`config.mk`:
```
export PLATFORM = sky130hd
export DESIGN_NAME = coolant_thermal_mode_controller_top_flat
export DESIGN_NICKNAME = d
export VERILOG_FILES = /design/src/hw/rtl/ctmc_pkg.sv /design/src/hw/rtl/ctmc_sample_if.sv /design/src/hw/rtl/ctmc_result_if.sv /design/src/hw/rtl/ctmc_cfg_if.sv /design/src/hw/rtl/ctmc_mode_logic.sv /design/src/hw/rtl/coolant_thermal_mode_controller_top.sv /design/src/flat_wrapper.sv
export SDC_FILE = /design/constraint.sdc
export NUM_CORES = 1
export LEC_CHECK = 0
export ABC_CLOCK_PERIOD_IN_PS = 6200
export BUFFER_PORTS_ARGS = -buffer_cell sky130_fd_sc_hd__buf_2
export CORE_UTILIZATION = 23
export DETAILED_ROUTE_END_ITERATION = 8
export PLACE_DENSITY = 0.39
export SLEW_MARGIN = 20
export SYNTH_ARGS = -nofsm -noshare
export SYNTH_HDL_FRONTEND = slang
export SYNTH_SLANG_ARGS = --single-unit
```
`constraint.sdc`:
```
create_clock -name clk -period 6.2 [get_ports clk]
set_clock_uncertainty 0.2 [all_clocks]
set_input_delay 0 -clock clk [delete_from_list [all_inputs] [get_ports clk]]
set_output_delay 0 -clock clk [all_outputs]
set_load 0.02 [all_outputs]
```
`src/hw/rtl/ctmc_pkg.sv`:
```
// Shared types and constants for the coolant thermal mode controller.
// No dependencies; every other file imports this package.
package ctmc_pkg;

  localparam int unsigned TEMP_W   = 12;
  localparam int unsigned TIME_W   = 32;
  localparam int unsigned DUR_W    = 20;
  localparam int unsigned DUTY_W   = 7;
  localparam int unsigned CFG_IDX_W  = 3;
  localparam int unsigned CFG_DATA_W = 20;

  typedef enum logic [2:0] {
    MODE_OFF    = 3'd0,
    MODE_PRIME  = 3'd1,
    MODE_IDLE   = 3'd2,
    MODE_ACTIVE = 3'd3,
    MODE_BOOST  = 3'd4,
    MODE_DERATE = 3'd5,
    MODE_FAULT  = 3'd6,
    MODE_MAINT  = 3'd7
  } mode_t;

  localparam logic [CFG_IDX_W-1:0] CFG_CRITICAL_TEMP   = 3'd0;
  localparam logic [CFG_IDX_W-1:0] CFG_DERATE_TEMP     = 3'd1;
  localparam logic [CFG_IDX_W-1:0] CFG_ACTIVE_TEMP     = 3'd2;
  localparam logic [CFG_IDX_W-1:0] CFG_RETURN_TEMP     = 3'd3;
  localparam logic [CFG_IDX_W-1:0] CFG_BOOST_DURATION  = 3'd4;
  localparam logic [CFG_IDX_W-1:0] CFG_ACTIVE_FAN_DUTY = 3'd5;

  localparam logic signed [TEMP_W-1:0] CRITICAL_TEMP_RST = 12'sd950;
  localparam logic signed [TEMP_W-1:0] DERATE_TEMP_RST   = 12'sd750;
  localparam logic signed [TEMP_W-1:0] ACTIVE_TEMP_RST   = 12'sd670;
  localparam logic signed [TEMP_W-1:0] RETURN_TEMP_RST   = 12'sd650;
  localparam logic [DUR_W-1:0]         BOOST_DUR_RST     = 20'd30000;
  localparam logic [DUTY_W-1:0]        FAN_DUTY_RST      = 7'd50;
  localparam logic [DUTY_W-1:0]        FAN_FULL          = 7'd100;

  typedef struct packed {
    logic [TIME_W-1:0]        time_ms;
    logic signed [TEMP_W-1:0] temperature;
    logic                     level_good;
    logic                     ignition_on;
    logic                     pump_good;
    logic                     derate_request;
    logic                     reset_request;
  } sample_t;

  typedef struct packed {
    mode_t             mode;
    logic              pump_on;
    logic [DUTY_W-1:0] fan_duty;
    logic              inverter_limit;
    logic              alarm_on;
  } result_t;

  typedef struct packed {
    logic signed [TEMP_W-1:0] critical_temp;
    logic signed [TEMP_W-1:0] derate_temp;
    logic signed [TEMP_W-1:0] active_temp;
    logic signed [TEMP_W-1:0] return_temp;
    logic [DUR_W-1:0]         boost_duration;
    logic [DUTY_W-1:0]        active_fan_duty;
  } cfg_t;

  // State update and result produced by the mode logic for one sample.
  typedef struct packed {
    mode_t             mode;
    logic [TIME_W-1:0] boost_deadline;
    result_t           res;
  } step_t;

endpackage

```
`src/hw/rtl/ctmc_sample_if.sv`:
```
// Sample channel: valid/ready handshake plus the input fields.
// Depends on ctmc_pkg.
interface ctmc_sample_if;
  import ctmc_pkg::*;

  logic                     valid;
  logic                     ready;
  logic [TIME_W-1:0]        time_ms;
  logic signed [TEMP_W-1:0] temperature;
  logic                     level_good;
  logic                     ignition_on;
  logic                     pump_good;
  logic                     derate_request;
  logic                     reset_request;

  modport source (
    output valid, time_ms, temperature, level_good, ignition_on, pump_good,
           derate_request, reset_request,
    input  ready
  );
  modport sink (
    input  valid, time_ms, temperature, level_good, ignition_on, pump_good,
           derate_request, reset_request,
    output ready
  );
endinterface

```
`src/hw/rtl/ctmc_result_if.sv`:
```
// Result channel: valid/ready handshake plus the output fields.
// Depends on ctmc_pkg.
interface ctmc_result_if;
  import ctmc_pkg::*;

  logic              valid;
  logic              ready;
  logic [2:0]        mode;
  logic              pump_on;
  logic [DUTY_W-1:0] fan_duty;
  logic              inverter_limit;
  logic              alarm_on;

  modport source (
    output valid, mode, pump_on, fan_duty, inverter_limit, alarm_on,
    input  ready
  );
  modport sink (
    input  valid, mode, pump_on, fan_duty, inverter_limit, alarm_on,
    output ready
  );
endinterface

```
`src/hw/rtl/ctmc_cfg_if.sv`:
```
// Configuration write channel: valid/ready, register index and write data.
// Depends on ctmc_pkg.
interface ctmc_cfg_if;
  import ctmc_pkg::*;

  logic                  valid;
  logic                  ready;
  logic [CFG_IDX_W-1:0]  index;
  logic [CFG_DATA_W-1:0] data;

  modport source (output valid, index, data, input ready);
  modport sink (input valid, index, data, output ready);
endinterface

```
`src/hw/rtl/ctmc_mode_logic.sv`:
```
// Combinational mode logic for one sample: overrides, per-mode rules, outputs.
// Depends on ctmc_pkg.
module ctmc_mode_logic (
  input  ctmc_pkg::mode_t   mode,
  input  logic [31:0]       boost_deadline,
  input  ctmc_pkg::sample_t smp,
  input  ctmc_pkg::cfg_t    cfg,
  output ctmc_pkg::step_t   step
);
  import ctmc_pkg::*;

  mode_t             mode_ovr;
  mode_t             mode_case;
  mode_t             mode_next;
  logic              boost_entry;
  logic [TIME_W-1:0] deadline;
  logic [TIME_W-1:0] elapsed;
  logic              boost_done;
  logic              ge_act;
  logic              ge_der;
  logic              le_ret;
  logic [DUTY_W-1:0] act_fan;
  result_t           res;

  always_comb begin
    mode_ovr = mode;
    if (!smp.level_good && mode != MODE_FAULT) begin
      mode_ovr = MODE_FAULT;
    end
    boost_entry = (smp.temperature >= cfg.critical_temp) && (mode_ovr != MODE_BOOST);
    mode_case   = boost_entry ? MODE_BOOST : mode_ovr;
    deadline    = boost_entry ? smp.time_ms + {{(TIME_W-DUR_W){1'b0}}, cfg.boost_duration}
                              : boost_deadline;
    elapsed     = smp.time_ms - deadline;
    boost_done  = !elapsed[TIME_W-1];
  end

  assign ge_act  = smp.temperature >= cfg.active_temp;
  assign ge_der  = smp.temperature >= cfg.derate_temp;
  assign le_ret  = smp.temperature <= cfg.return_temp;
  assign act_fan = (cfg.active_fan_duty > FAN_FULL) ? FAN_FULL : cfg.active_fan_duty;

  // Rules inside a mode run in order; the last one that matches wins.
  always_comb begin
    mode_next          = mode_case;
    res.pump_on        = 1'b0;
    res.fan_duty       = '0;
    res.inverter_limit = 1'b0;
    res.alarm_on       = 1'b0;
    unique case (mode_case)
      MODE_OFF: begin
        res.inverter_limit = 1'b1;
        if (smp.ignition_on) mode_next = MODE_PRIME;
      end
      MODE_PRIME: begin
        res.pump_on        = 1'b1;
        res.inverter_limit = 1'b1;
        if (!smp.level_good) mode_next = MODE_FAULT;
        if (smp.pump_good) mode_next = MODE_IDLE;
      end
      MODE_IDLE: begin
        res.pump_on = 1'b1;
        if (!smp.ignition_on) mode_next = MODE_OFF;
        if (smp.derate_request) mode_next = MODE_DERATE;
        if (ge_act) mode_next = MODE_ACTIVE;
      end
      MODE_ACTIVE: begin
        res.pump_on  = 1'b1;
        res.fan_duty = act_fan;
        if (!smp.ignition_on) mode_next = MODE_OFF;
        if (!smp.level_good) mode_next = MODE_FAULT;
        if (ge_der) mode_next = MODE_DERATE;
        if (le_ret) mode_next = MODE_IDLE;
      end
      MODE_BOOST: begin
        res.pump_on        = 1'b1;
        res.fan_duty       = FAN_FULL;
        res.inverter_limit = 1'b1;
        if (!smp.level_good) mode_next = MODE_FAULT;
        if (boost_done) begin
          if (ge_der) mode_next = MODE_DERATE;
          else if (le_ret) mode_next = MODE_IDLE;
          else mode_next = MODE_ACTIVE;
        end
      end
      MODE_DERATE: begin
        res.pump_on        = 1'b1;
        res.fan_duty       = FAN_FULL;
        res.inverter_limit = 1'b1;
        if (!smp.level_good) mode_next = MODE_FAULT;
        if (le_ret && !smp.derate_request) mode_next = MODE_IDLE;
      end
      MODE_FAULT: begin
        res.fan_duty       = FAN_FULL;
        res.inverter_limit = 1'b1;
        res.alarm_on       = 1'b1;
        if (smp.reset_request && smp.level_good && smp.pump_good) mode_next = MODE_PRIME;
      end
      MODE_MAINT: begin
      end
      default: begin
      end
    endcase
    res.mode = mode_next;
  end

  assign step.mode           = mode_next;
  assign step.boost_deadline = deadline;
  assign step.res            = res;

endmodule

```
`src/hw/rtl/coolant_thermal_mode_controller_top.sv`:
```
// Coolant thermal mode controller, top level.
// A transferred sample is held in the sample register; its result enters the result register
// once the result side is free. Throughput: one sample per cycle while the result side is ready;
// the mode logic is one combinational pass between the sample register and the result register.
// Reset (rst, synchronous): mode off, boost deadline 0, config registers at defaults, no items held.
// Depends on ctmc_pkg, the channel interfaces and ctmc_mode_logic.
module coolant_thermal_mode_controller_top (
  input  logic       clk,
  input  logic       rst,
  ctmc_sample_if.sink   sample,
  ctmc_result_if.source result,
  ctmc_cfg_if.sink      cfg
);
  import ctmc_pkg::*;

  logic              s1_valid;
  sample_t           s1;
  logic              o_valid;
  result_t           o_res;
  mode_t             mode_q;
  logic [TIME_W-1:0] deadline_q;
  cfg_t              cfg_q;
  step_t             step;
  logic              fire;
  logic              take;

  assign fire         = s1_valid && (!o_valid || result.ready);
  assign take         = sample.valid && sample.ready;
  assign sample.ready = !s1_valid || fire;
  assign cfg.ready    = 1'b1;

  ctmc_mode_logic u_logic (
    .mode           (mode_q),
    .boost_deadline (deadline_q),
    .smp            (s1),
    .cfg            (cfg_q),
    .step           (step)
  );

  always_ff @(posedge clk) begin
    if (rst) begin
      s1_valid   <= 1'b0;
      o_valid    <= 1'b0;
      mode_q     <= MODE_OFF;
      deadline_q <= '0;
      cfg_q      <= '{critical_temp: CRITICAL_TEMP_RST, derate_temp: DERATE_TEMP_RST,
                      active_temp: ACTIVE_TEMP_RST, return_temp: RETURN_TEMP_RST,
                      boost_duration: BOOST_DUR_RST, active_fan_duty: FAN_DUTY_RST};
    end else begin
      if (take) begin
        s1_valid <= 1'b1;
      end else if (fire) begin
        s1_valid <= 1'b0;
      end
      if (fire) begin
        o_valid    <= 1'b1;
        mode_q     <= step.mode;
        deadline_q <= step.boost_deadline;
      end else if (result.ready) begin
        o_valid <= 1'b0;
      end
      if (cfg.valid) begin
        unique case (cfg.index)
          CFG_CRITICAL_TEMP:   cfg_q.critical_temp   <= signed'(cfg.data[TEMP_W-1:0]);
          CFG_DERATE_TEMP:     cfg_q.derate_temp     <= signed'(cfg.data[TEMP_W-1:0]);
          CFG_ACTIVE_TEMP:     cfg_q.active_temp     <= signed'(cfg.data[TEMP_W-1:0]);
          CFG_RETURN_TEMP:     cfg_q.return_temp     <= signed'(cfg.data[TEMP_W-1:0]);
          CFG_BOOST_DURATION:  cfg_q.boost_duration  <= cfg.data[DUR_W-1:0];
          CFG_ACTIVE_FAN_DUTY: cfg_q.active_fan_duty <= cfg.data[DUTY_W-1:0];
          default: begin
          end
        endcase
      end
    end
  end

  // Payload registers, no reset.
  always_ff @(posedge clk) begin
    if (take) begin
      s1 <= '{time_ms: sample.time_ms, temperature: sample.temperature,
              level_good: sample.level_good, ignition_on: sample.ignition_on,
              pump_good: sample.pump_good, derate_request: sample.derate_request,
              reset_request: sample.reset_request};
    end
    if (fire) begin
      o_res <= step.res;
    end
  end

  assign result.valid          = o_valid;
  assign result.mode           = o_res.mode;
  assign result.pump_on        = o_res.pump_on;
  assign result.fan_duty       = o_res.fan_duty;
  assign result.inverter_limit = o_res.inverter_limit;
  assign result.alarm_on       = o_res.alarm_on;

  // Mode register tracks the mode of the latest result.
  a_mode_tracks: assert property (@(posedge clk) disable iff (rst)
    fire |=> (mode_q == o_res.mode))
    else $error("mode register differs from last result mode");

  // Alarm is raised only when the fault rules run, and that step can only leave toward prime.
  a_alarm_mode: assert property (@(posedge clk) disable iff (rst)
    (o_valid && o_res.alarm_on) |-> (o_res.mode == MODE_FAULT || o_res.mode == MODE_PRIME))
    else $error("alarm with unexpected mode");

  // A held sample is not dropped while the result side stalls.
  a_sample_held: assert property (@(posedge clk) disable iff (rst)
    (s1_valid && !fire) |=> s1_valid)
    else $error("held sample lost");

  a_reset_state: assert property (@(posedge clk)
    $past(rst) |-> (mode_q == MODE_OFF && !o_valid && !s1_valid))
    else $error("state not cleared by reset");

endmodule
```
`src/flat_wrapper.sv`:
```
// flat-port wrapper written by rule: the top's interface ports become plain ports
module coolant_thermal_mode_controller_top_flat import ctmc_pkg::*;
  (clk, rst, sample_valid, sample_time_ms, sample_temperature, sample_level_good, sample_ignition_on, sample_pump_good, sample_derate_request, sample_reset_request, sample_ready, result_valid, result_mode, result_pump_on, result_fan_duty, result_inverter_limit, result_alarm_on, result_ready, cfg_valid, cfg_index, cfg_data, cfg_ready);
  ctmc_sample_if sample_i ();
  ctmc_result_if result_i ();
  ctmc_cfg_if cfg_i ();
  input  logic clk;
  input  logic rst;
  input wire logic [$bits(sample_i.valid)-1:0] sample_valid;
  input wire logic [$bits(sample_i.time_ms)-1:0] sample_time_ms;
  input wire logic [$bits(sample_i.temperature)-1:0] sample_temperature;
  input wire logic [$bits(sample_i.level_good)-1:0] sample_level_good;
  input wire logic [$bits(sample_i.ignition_on)-1:0] sample_ignition_on;
  input wire logic [$bits(sample_i.pump_good)-1:0] sample_pump_good;
  input wire logic [$bits(sample_i.derate_request)-1:0] sample_derate_request;
  input wire logic [$bits(sample_i.reset_request)-1:0] sample_reset_request;
  output wire logic [$bits(sample_i.ready)-1:0] sample_ready;
  output wire logic [$bits(result_i.valid)-1:0] result_valid;
  output wire logic [$bits(result_i.mode)-1:0] result_mode;
  output wire logic [$bits(result_i.pump_on)-1:0] result_pump_on;
  output wire logic [$bits(result_i.fan_duty)-1:0] result_fan_duty;
  output wire logic [$bits(result_i.inverter_limit)-1:0] result_inverter_limit;
  output wire logic [$bits(result_i.alarm_on)-1:0] result_alarm_on;
  input wire logic [$bits(result_i.ready)-1:0] result_ready;
  input wire logic [$bits(cfg_i.valid)-1:0] cfg_valid;
  input wire logic [$bits(cfg_i.index)-1:0] cfg_index;
  input wire logic [$bits(cfg_i.data)-1:0] cfg_data;
  output wire logic [$bits(cfg_i.ready)-1:0] cfg_ready;
  assign sample_i.valid = sample_valid;
  assign sample_i.time_ms = sample_time_ms;
  assign sample_i.temperature = sample_temperature;
  assign sample_i.level_good = sample_level_good;
  assign sample_i.ignition_on = sample_ignition_on;
  assign sample_i.pump_good = sample_pump_good;
  assign sample_i.derate_request = sample_derate_request;
  assign sample_i.reset_request = sample_reset_request;
  assign sample_ready = sample_i.ready;
  assign result_valid = result_i.valid;
  assign result_mode = result_i.mode;
  assign result_pump_on = result_i.pump_on;
  assign result_fan_duty = result_i.fan_duty;
  assign result_inverter_limit = result_i.inverter_limit;
  assign result_alarm_on = result_i.alarm_on;
  assign result_i.ready = result_ready;
  assign cfg_i.valid = cfg_valid;
  assign cfg_i.index = cfg_index;
  assign cfg_i.data = cfg_data;
  assign cfg_ready = cfg_i.ready;
  coolant_thermal_mode_controller_top u_core (.clk(clk), .rst(rst), .sample(sample_i), .result(result_i), .cfg(cfg_i));
endmodule
```
-- Word level (Yosys, flattened, before mapping)
Index checks and enable logic that the tools add are counted.
- add/subtract/negate cells: 2
- multipliers: 0
- div/mod/pow operators: 0
- magnitude comparators: 5
- eq/ne operators: 13
- shift-type cells: 0
- muxes and demuxes: 27
- bitwise gates (word level): 0
- reductions and logical operators: 26
- operator list (cell ; count):
    $mux 3 ; 15
    $ge 12x12->1 ; 3
    $add 32x20->32 ; 1
    $mux 32 ; 1
    $sub 32x32->32 ; 1
    $pmux 3 s7 ; 1
    $eq 3x3->1 const B ; 5
    $pmux 7 s2 ; 1
    $eq 3x2->1 const B ; 4
    $le 12x12->1 ; 1
    $reduce_and 2->1 ; 6
    $reduce_or 5->1 ; 2
    $mux 1 ; 8
    $gt 7x7->1 const B ; 1
    $logic_and 1x1->1 ; 7
    $mux 7 ; 1
    $eq 3x1->1 const B ; 2
    $logic_not 3->1 ; 2
    $ne 3x3->1 const B ; 2
    $logic_not 1->1 ; 4
    $reduce_bool 2->1 ; 2
    $reduce_or 3->1 ; 1
    $logic_or 1x1->1 ; 2
- flip-flop bits (word level): 174
- bits in latches: 0
- RAM bits: 0
- bits in read-only memories: 0
- input port bits: 77
- output and inout bits: 16
- word-level logic and storage cells: 95
- memories kept: 0

-- Logic depth before layout (Yosys ltp)
- depth in word-level cells: 11
- gate-level depth with buffers: 22
- depth with buffers taken out: 21

-- Modules after synthesis
Synthesis repeated with hierarchy kept, for this count alone.
- cell total of the unflattened synthesis: 1088
- area total of the unflattened synthesis: 10359.9 um^2
- by module, submodules not included (module ; times used ; cells each ; area an instance (um^2) ; sequential area each (um^2)):
    coolant_thermal_mode_controller_top ; 1 ; 515 ; 6292.3 ; 4103.9
    ctmc_mode_logic ; 1 ; 573 ; 4067.7 ; 0.0

-- Worst setup path after synthesis
OpenSTA, ideal clock, no wires.
- path type: flip-flop to flip-flop
- start point: register u_core.s1[17] (netlist name)
- end point: register u_core.o_res (netlist bit u_core.result.mode[1]) (data pin)
- library setup time: 266 ps
- arrival: 4551 ps
- required time: 5734 ps
- setup slack: 1183 ps
- stages on the path, launching flop included: 23
- buffers on the path: 1
- clock period less this slack: 5017 ps
- cell sequence: edfxtp_1 > ha_1 > fa_1 > a21o_1 > a21o_1 > a2111oi_0 > o21ba_1 > or2_1 > o221a_2 > buf_2 > a211oi_1 > xor2_1 > mux2i_1 > ha_1 > and4_1 > a21o_1 > o21ai_0 > o211ai_1 > nand3b_1 > o22ai_1 > xnor2_1 > mux2i_1 > nand3_1
- RTL lines (item ; RTL line ; text):
    from (decl) ; coolant_thermal_mode_controller_top.sv:17 ; sample_t s1;
    from (signal assigned) ; coolant_thermal_mode_controller_top.sv:80 ; s1 <= '{time_ms: sample.time_ms, temperature: sample.temperature,
    to (signal assigned) ; coolant_thermal_mode_controller_top.sv:86 ; o_res <= step.res;
    to (decl) ; coolant_thermal_mode_controller_top.sv:19 ; result_t o_res;

==> results.ini <==
[drt]
drt_wl_total_mm = 27.98
drc = 4
final_antenna_net_count = 0
wl_per_cell_um = 15.87
drtPass1Iterations = 8
via_per_inst = 4.517
vias = 7963
dr.first_iter.drc_count = 350

[place]
dp.cells = 1633
numPortBuffers = 91
place.gp.congestion = 0.7917
place_hpwl_mm = 19.83

[worst_setup_path]
cp_num_buf_inv = 0
slowest_delay_ns = 0.53
cp_slowest_cell = a2111oi_0
worstSetupEndpointType = flip-flop
critPathRequiredTime_ns = 6.19
path_cells = ha_1 -> fa_1 -> a21o_1 -> a21o_1 -> a2111oi_0 -> o21ba_1 -> or2_1 -> o221a_2 -> a211oi_1 -> xor2_1 -> mux2i_1 -> ha_1 -> and4_1 -> nand3_1 -> a2111oi_0 -> o22ai_1 -> xnor2_1 -> mux2i_1 -> nand3_1
worstSetupStartpointType = flip-flop
critPathTopFamily = compound AO/OA/AOI/OAI gates
worst-setup-path-type = flip-flop to flip-flop
arrival_ns = 5.52
cp_max_fo = 9

[clock_network]
clk_pin_slew_ns = 0.07
clock_latency_ns = 0.45
cts_root_buffer = clkbuf_16
cts_made_buffers = 17
h-tree-depth = 4
cts_tree = done
clock_path_buffers = 2
clock-sinks = 174

[timing]
rsz0062_at_grt = no
fin_crit_sh = 0.8925
tightestPinTransition_ns = 1.165
drv_slew = 0
period_needed_ns = 5.533
timing.hold.ws_ns = 0.05692
max-slew-margin-rel = 0.2152
setup_tns_ns = 0
fmax_mhz = 180.7
hold_viol = 0
setup_viol = 0

[yosys]
synth_top_cell_by_area = dfxtp_1
ys_warn_count = 0
synth_commonest_cells = 144 x nand2_1, 112 x dfxtp_1, 98 x ha_1
synth_edf_count = 62
synth_top_area_frac = 0.2320
postSynthAreaPerCell_um2 = 9.256
synth-seq-area-share = 0.4247
synthArstFlopShare = 0
synth.net_count = 1220
ys.flop_type = dfxtp_1
yosysMostFrequentCell = nand2_1
ys_types = 72
synthCells = 1044
netlist_area_mm2 = 0.009663
yosys_register_bits = 174
yosys-top-cells-area = dfxtp_1 23%, edfxtp_1 19%, ha_1 13%

[die]
die-area_mm2 = 0.04284
die_h_um = 207.0
io_pins = 93
core-area_mm2 = 0.04111
initial_core_util = 0.2351
die-width_um = 207.0
rows = 74

[finish]
fillCellCount = 4391
final_layout_size_suffix_gt1_frac = 0.1179
nets = 1393
area_growth_pct = 27.42
post-route-util = 0.2995
instances_no_fill = 1763

[pwr]
powerDensity_mw_per_mm2 = 244.1
power.leakage_nw = 5.014
ir_drop_uv = 111.9

[global_routing]
grt-ovfl-total = 0
track_usage = 0.1348
grt_max_degree = 82
grt_pass1_wl_mm = 43.65
grt_pass1_vias = 7694
antenna_found_initial = 1

[status]
violations = design-rule violations
outcome = finished with violations

[worst_hold_path]
hold_path.class = input port to flip-flop

[flow_run]
maxCapViolations = 0

## logic make-up after synthesis
group           share of synthesized area
fa+ha+maj                          0.1290
other cells                     0.0003881
simple gates                       0.1686
xor+xnor                          0.02447
mux                               0.03729
compound gates                     0.1736
buf+inv                           0.04195
flops                              0.4247
## layer usage
layer / part of all wire / GRT usage / vias up
met5: 0 / 0 / -
met4: 0.020 / 0.05292 / 0
met3: 0.031 / 0.02292 / 27
met2: 0.44 / 0.2026 / 124
met1: 0.51 / 0.1904 / 3718
li1: - / - / 4094
## power by group
part | switching (mW) | leakage [nW] | internal [mW]
combinational | 0.293 | 3.20 | 0.232
sequential | 0.0437 | 1.51 | 1.24
clock | 0.481 | 0.305 | 0.713
total | 0.818 | 5.01 | 2.19
## registers in the layout (all words and copies together) (netlist names)
name,flops
u_core.cfg_q,75
u_core.mode_q,3
u_core.result.valid,1
u_core.deadline_q,32
u_core.s1_valid,1
u_core.s1,49
u_core.result.fan_duty,7
u_core.result.mode,3
u_core.result.alarm_on,1
u_core.result.inverter_limit,1
u_core.result.pump_on,1
## cell usage in the layout, fill, tap and decap left out, types with 5 or more instances in the layout
| cell | instances |
|---|---|
| mux2i_1 | 36 |
| nand2b_1 | 9 |
| ha_1 | 98 |
| o21ai_0 | 40 |
| a211oi_1 | 31 |
| and2_1 | 5 |
| o21ai_1 | 6 |
| nor3_1 | 12 |
| a21oi_1 | 74 |
| and3_1 | 9 |
| clkbuf_16 | 17 |
| dfxtp_1 | 112 |
| inv_1 | 61 |
| bufinv_16 | 5 |
| a31oi_1 | 5 |
| nand4_1 | 14 |
| a211o_1 | 21 |
| nor2_1 | 90 |
| buf_2 | 90 |
| o21a_1 | 15 |
| xnor2_1 | 19 |
| buf_4 | 10 |
| nand2_1 | 144 |
| dlygate4sd3_1 | 97 |
| nor2b_1 | 10 |
| edfxtp_1 | 62 |
| xor2_1 | 8 |
| o21bai_1 | 5 |
| a21o_1 | 13 |
| nand3b_1 | 17 |
| nand3_1 | 18 |
## path summary, 6_finish.rpt
kind,from,to,slack [ns],cells past startpoint
setup / recovery,u_core.s1[17]$_DFFE_PP_,u_core.result.mode[1]$_DFFE_PP_,0.67,19
hold / removal,sample_time_ms[19],u_core.s1[36]$_DFFE_PP_,0.06,2
setup reg to reg,u_core.s1[17]$_DFFE_PP_,u_core.result.mode[1]$_DFFE_PP_,0.67,19
hold reg to reg,u_core.deadline_q[14]$_SDFFE_PP0P_,u_core.deadline_q[14]$_SDFFE_PP0P_,0.26,2
## timing repair
item | 4_1_cts | 5_1_grt
hold endpoints to repair | 149 | 0
setup endpoints to repair | 0 | 0
hold buffers | 97 | 0
setup buffers | 0 | 0
resized for setup | 0 | 0
## stage by stage
stage	setup slack [ns]	total power, mW	cell area [µm²]
floorplan	1.183	1.636	9663
global route	0.09277	3.165	12310
global placement	0.7186	1.801	10700
detailed placement	0.6264	1.800	10710
CTS	0.6037	3.058	12310
finish	0.6666	3.005	12310
## cell type report
type	count	area, µm²	share of cell area
clock buffer	20	436.7	0.03546
tap	532	665.6	0.05406
inverter	62	232.7	0.01890
sequential	174	4104	0.3333
antenna	1	2.502	0.0002032
timing repair buffer	197	1496	0.1215
multi-input combinational	765	5181	0.4208
clock inverter	12	193.9	0.01575
Power figures use the tool's default switching activity.
